[src/hdl/assert_macros.svh]
// Assertion macros shared by the interpolator RTL.
// Each macro expands to one labelled concurrent assertion, reset-gated.
`ifndef ASSERT_MACROS_SVH
`define ASSERT_MACROS_SVH

// Implication checked at every rising edge outside reset.
`define TVFI_ASSERT_IMP(label, clk, rst_n, ante, cons) \
	label: assert property (@(posedge clk) disable iff (!rst_n) (ante) |-> (cons)) \
		else $error("assertion failed");

// Next-cycle implication checked outside reset.
`define TVFI_ASSERT_NXT(label, clk, rst_n, ante, cons) \
	label: assert property (@(posedge clk) disable iff (!rst_n) (ante) |=> (cons)) \
		else $error("assertion failed");

`endif

[src/hdl/tvfi_pkg.sv]
// Package of the trilinear field interpolator: grid constants, register
// indexes, the configuration struct and the sequencer states. No dependencies.
`timescale 1ns / 1ps

package tvfi_pkg;

	localparam int GRID_NX     = 32;
	localparam int GRID_NY     = 32;
	localparam int GRID_NZ     = 32;
	localparam int TABLE_DEPTH = 32768;
	localparam int ADDR_W      = 15;
	localparam int IDX_W       = 8;
	localparam int STRIDE_X    = GRID_NY * GRID_NZ;
	localparam int STRIDE_Y    = GRID_NZ;
	localparam int PADDR_W     = 5;
	localparam int ACC_W       = 56;

	localparam logic [23:0] TOP_X = 24'((GRID_NX - 1) * 65536);
	localparam logic [23:0] TOP_Y = 24'((GRID_NY - 1) * 65536);
	localparam logic [23:0] TOP_Z = 24'((GRID_NZ - 1) * 65536);

	localparam logic CMD_LOAD  = 1'b0;
	localparam logic CMD_QUERY = 1'b1;

	typedef enum logic [2:0] {
		REG_MIN_X       = 3'd0,
		REG_MIN_Y       = 3'd1,
		REG_MIN_Z       = 3'd2,
		REG_SCALE_X     = 3'd3,
		REG_SCALE_Y     = 3'd4,
		REG_SCALE_Z     = 3'd5,
		REG_INVERT_MASK = 3'd6,
		REG_Z_OFFSET    = 3'd7
	} reg_idx_t;

	typedef struct packed {
		logic signed [31:0] min_x;
		logic signed [31:0] min_y;
		logic signed [31:0] min_z;
		logic [31:0]        scale_x;
		logic [31:0]        scale_y;
		logic [31:0]        scale_z;
		logic [2:0]         invert_mask;
		logic signed [31:0] z_offset;
	} tvfi_cfg_t;

	typedef enum logic [3:0] {
		ST_IDLE,
		ST_DIFF,
		ST_MUL,
		ST_COORD,
		ST_BASE,
		ST_WXY,
		ST_WZ,
		ST_MX,
		ST_MY,
		ST_MZ,
		ST_FIN,
		ST_DONE
	} tvfi_state_t;

endpackage

[src/hdl/tvfi_regs.sv]
// APB configuration registers of the interpolator.
// Depends on tvfi_pkg for the register indexes and the configuration struct.
`timescale 1ns / 1ps

module tvfi_regs import tvfi_pkg::*; (
	input  logic               clk,
	input  logic               arst_n,
	input  logic               psel,
	input  logic               penable,
	input  logic               pwrite,
	input  logic [PADDR_W-1:0] paddr,
	input  logic [31:0]        pwdata,
	output logic [31:0]        prdata,
	output logic               pready,
	output tvfi_cfg_t          cfg
);

	tvfi_cfg_t cfg_q;
	reg_idx_t  idx;
	logic      wr_en;

	assign pready = 1'b1;
	assign idx    = reg_idx_t'(paddr[PADDR_W-1:2]);
	assign wr_en  = psel && penable && pwrite;
	assign cfg    = cfg_q;

	always_ff @(posedge clk or negedge arst_n) begin
		if (!arst_n) begin
			cfg_q <= '0;
		end else if (wr_en) begin
			case (idx)
				REG_MIN_X:       cfg_q.min_x       <= pwdata;
				REG_MIN_Y:       cfg_q.min_y       <= pwdata;
				REG_MIN_Z:       cfg_q.min_z       <= pwdata;
				REG_SCALE_X:     cfg_q.scale_x     <= pwdata;
				REG_SCALE_Y:     cfg_q.scale_y     <= pwdata;
				REG_SCALE_Z:     cfg_q.scale_z     <= pwdata;
				REG_INVERT_MASK: cfg_q.invert_mask <= pwdata[2:0];
				REG_Z_OFFSET:    cfg_q.z_offset    <= pwdata;
				default: ;
			endcase
		end
	end

	always_comb begin
		case (idx)
			REG_MIN_X:       prdata = cfg_q.min_x;
			REG_MIN_Y:       prdata = cfg_q.min_y;
			REG_MIN_Z:       prdata = cfg_q.min_z;
			REG_SCALE_X:     prdata = cfg_q.scale_x;
			REG_SCALE_Y:     prdata = cfg_q.scale_y;
			REG_SCALE_Z:     prdata = cfg_q.scale_z;
			REG_INVERT_MASK: prdata = {29'd0, cfg_q.invert_mask};
			REG_Z_OFFSET:    prdata = cfg_q.z_offset;
			default:         prdata = '0;
		endcase
	end

endmodule

[config.mk]
export PLATFORM = sky130hd
export DESIGN_NAME = tvfi_regs
export DESIGN_NICKNAME = d
export VERILOG_FILES = /design/src/hdl/assert_macros.svh /design/src/hdl/tvfi_pkg.sv /design/src/hdl/tvfi_regs.sv
export SDC_FILE = /design/constraint.sdc
export NUM_CORES = 1
export LEC_CHECK = 0
export ABC_CLOCK_PERIOD_IN_PS = 2300
export CORE_AREA = 4 4 133 135
export DETAILED_ROUTE_END_ITERATION = 10
export DIE_AREA = 0 0 137 139
export DONT_BUFFER_PORTS = 1
export PLACE_DENSITY = 0.79
export SLEW_MARGIN = 0
export SYNTH_ARGS = -nofsm -noshare
export SYNTH_HDL_FRONTEND = slang
export SYNTH_SLANG_ARGS = --single-unit
[constraint.sdc]
create_clock -name clk -period 2.3 [get_ports clk]
set_input_delay 0.46 -clock clk [delete_from_list [all_inputs] [get_ports clk]]
set_output_delay 0.46 -clock clk [all_outputs]
set_load 0.03 [all_outputs]
==> qor.txt <==
CP top delay family = flip-flops
PD cells = 1070 nW/µm²
Port Buf Inserts = 0
Drt initial violations = 591
Global-route wire length before repair = 46400 µm
Setup Skew = 0 ns
Final #Nets = 849
Clk Latency, worst-skew pair = 0.51 ns
Post-synthesis mux area share = 28.3%
Area grow syn2layout = 13.9%
Cell Chain, Critical Path = mux2i_1 -> o2bb2ai_1 -> a222oi_1 -> nor2_1 -> buf_4
Yosys cell types = 36
WL final = 30800 µm
Die Ht = 139 µm
Post-Synth XOR/XNOR Area = 0%
Met2 WL = 15200 µm
Crit path max fanout = 3
Min cycle time layout = 2.42 ns
Crit path buf inv count = 1
Max-Cap Viols = 0
Vias post-DR = 7114
Yosys reg bits = 227
Power share of the clock group = 28.8%
Worst rel slew slack = 63.2%
H-tree lvl count = 1
RD Place Congestion = 0.822
Die W = 137 µm
Setup WS post-layout = -0.117 ns
Clock buffer depth = 3
# rows = 47
Sequential power share = 57.2%
Outcome = finished with violations
Starting Density = 63.0%
Commonest cells after routing, fill and taps aside = 220 x mux2_2, 187 x dfrtp_1, 40 x dfrtp_2, 38 x buf_4, 37 x mux2i_1
# setup viols final = 4
Max-slew violations = 0
Compound-Gate Fraction of Synth Area = 8.39%
Peak VDD IR = 579 µV
Max Clk Rate = 414 MHz
FF-to-FF setup slack = 1.31 ns
Antenna diodes = 0
Leading cell type in the layout, fill and taps excluded = mux2_2
Worst reg-to-reg path cell count = 1
Post-Synth Adder-Cell Area = 0%
Drt via density = 6.83
CP Capture Type = output port
DP Worst Slack = 0.224 ns
Post-synthesis simple-gate area fraction = 5.19%
Sw frac = 37.8%
Data arrival, critical path = 1.96 ns
ANT nets after route = 0
Vias in the first global route = 7680
CTS buffer count = 24
CP required = 1.84 ns
Avg Cell Area, Syn = 13.1 µm²
Residual DRC count = 0
Largest net degree at the start of global routing = 228
Seq/Total Area, Yosys = 54.8%
Comb pwr share = 14.1%
Highest routed layer = met4
Syn nets = 832
P_sw = 4.78 mW
Worst setup SP type = flip-flop
Largest family of logic cells by synthesized area = multiplexers
Post-route insts no fill = 1042
RSZ-0062 raised after global routing = true
M1 WL = 10800 µm
Root buffer cell = clkbuf_16
Failing checks = negative hold slack, negative setup slack
I/O pins = 302
Clk sinks = 227
Post-DP HPWL = 20200 µm
WHS = -0.353 ns
Max reg flops = 227
WL/cell = 29.6 µm
Synthesized area = 10400 µm²
Fraction of layout cells with a size suffix above 1 = 46.0%
Static Leak = 5.28 nW
Worst R2R End = cfg[107]
Setup CP Type = flip-flop to output port
Post-CTS setup buffer count = 0
Syn Inst Count = 790
WL met3 = 3810 µm
Period Utilization, post-route = 105%
Min-Delay Path Class = primary input to asynchronous set/reset pin
Least-Margin Pin Slew = 0.552 ns
Antenna violations before repair = 0
GRT overflow = 0
GR Util All Layers = 31.5%
Clock transition at path regs = 0.06 ns
Core area = 16500 µm²
Reg2reg start = cfg[107]
Pre-Repair DR Iteration Count = 5
Dpl cells = 1001
DIE AREA = 19000 µm²
Yosys warns = 0
CTS tree = built
Fin. Hold Viols = 227
Pint = 7.84 mW
Crit-path max cell delay = 0.49 ns
Fillers = 1111
CP max-delay cell = dfrtp_2
-- Yosys cell counts (all sizes together) --
cell type / count / area [µm²]
nor2b: 1 / 6.26
a222oi: 5 / 50.1
buf: 41 / 269
nor2: 37 / 139
o22ai: 2 / 12.5
a31oi: 2 / 12.5
o221a: 3 / 33.8
nand3b: 2 / 15.0
o21ai: 26 / 130
mux4: 1 / 22.5
nand4: 2 / 18.8
a22oi: 17 / 128
nand2: 30 / 113
and3: 4 / 25.0
nand2b: 21 / 131
dfrtp: 227 / 5680
conb: 1 / 3.75
o221ai: 4 / 35.0
clkbuf: 15 / 56.3
mux2: 226 / 2540
a21o: 2 / 15.0
mux2i: 37 / 370
o2bb2ai: 9 / 78.8
a221oi: 2 / 17.5
or3: 4 / 25.0
inv: 5 / 18.8
a22o: 19 / 166
nand3: 11 / 55.1
nor3: 1 / 10.0
a21oi: 26 / 130
o22a: 7 / 61.3
-- power groups by stage --
| stage | sequential [mW] | combinational (mW) | clock, mW |
|---|---|---|---|
| after detailed placement | 7.26 | 1.70 | 0 |
| after floorplan | 6.93 | 1.39 | 0 |
| after CTS | 7.19 | 1.74 | 3.67 |
| after global routing | 7.31 | 1.91 | 3.86 |
| final | 7.21 | 1.77 | 3.63 |
| after global placement | 7.19 | 1.61 | 0 |
-- how the worst max path moves through the flow --
stage	startpoint	end	slack (ns)	cells after the start
2_1_floorplan	paddr[4]	prdata[19]	0.06	7
3_3_place_gp	paddr[3]	prdata[1]	0.25	6
3_5_place_dp	paddr[3]	prdata[18]	0.22	6
4_1_cts	cfg[160]	prdata[29]	-0.12	5
5_1_grt	cfg[53]	prdata[18]	-0.17	5
6_report	cfg[53]	prdata[18]	-0.12	5
-- repair_timing --
item                       4_1_cts  5_1_grt
setup endpoints to repair       13       26
resized for setup               22       39
hold endpoints to repair       227      227
pin swaps                       11        5
-- layer usage --
| layer | vias up | track usage [%] |
|---|---|---|
| li1 | 2915 | - |
| met1 | 3643 | 37.6 |
| met2 | 459 | 51.5 |
| met3 | 97 | 12.3 |
| met4 | 0 | 11.7 |
| met5 | - | 0 |
-- cell type report --
class                   count  area (µm²)  share of cell area, %
clock buffers              35         703                   5.95
clock inverters             6        33.8                  0.286
inverters                   5        18.8                  0.159
multi-input cells         502        4590                   38.9
flip-flops and latches    227        5730                   48.5
well taps                 220         275                   2.33
repair buffers             47         465                   3.94
-- stage by stage --
step                util, %  hold WS (ns)  setup TNS (ns)  power (mW)  cell area, µm²
detailed placement     66.2         0.170               0        8.95           10900
global placement       66.2         0.171               0        8.81           10900
finish                 71.8        -0.353          -0.307        12.6           11800
CTS                    71.1        -0.360          -0.276        12.6           11700
floorplan                 -         0.164               0        8.32           10400
global route           71.8        -0.365          -0.658        13.1           11800
-- kinds of logic after synthesis --
kind of cell    Yosys count
mux                     264
compound gates          124
buf+inv                  61
flops                   227
simple gates            113
other cells               1
Power figures use the tool's default switching activity.
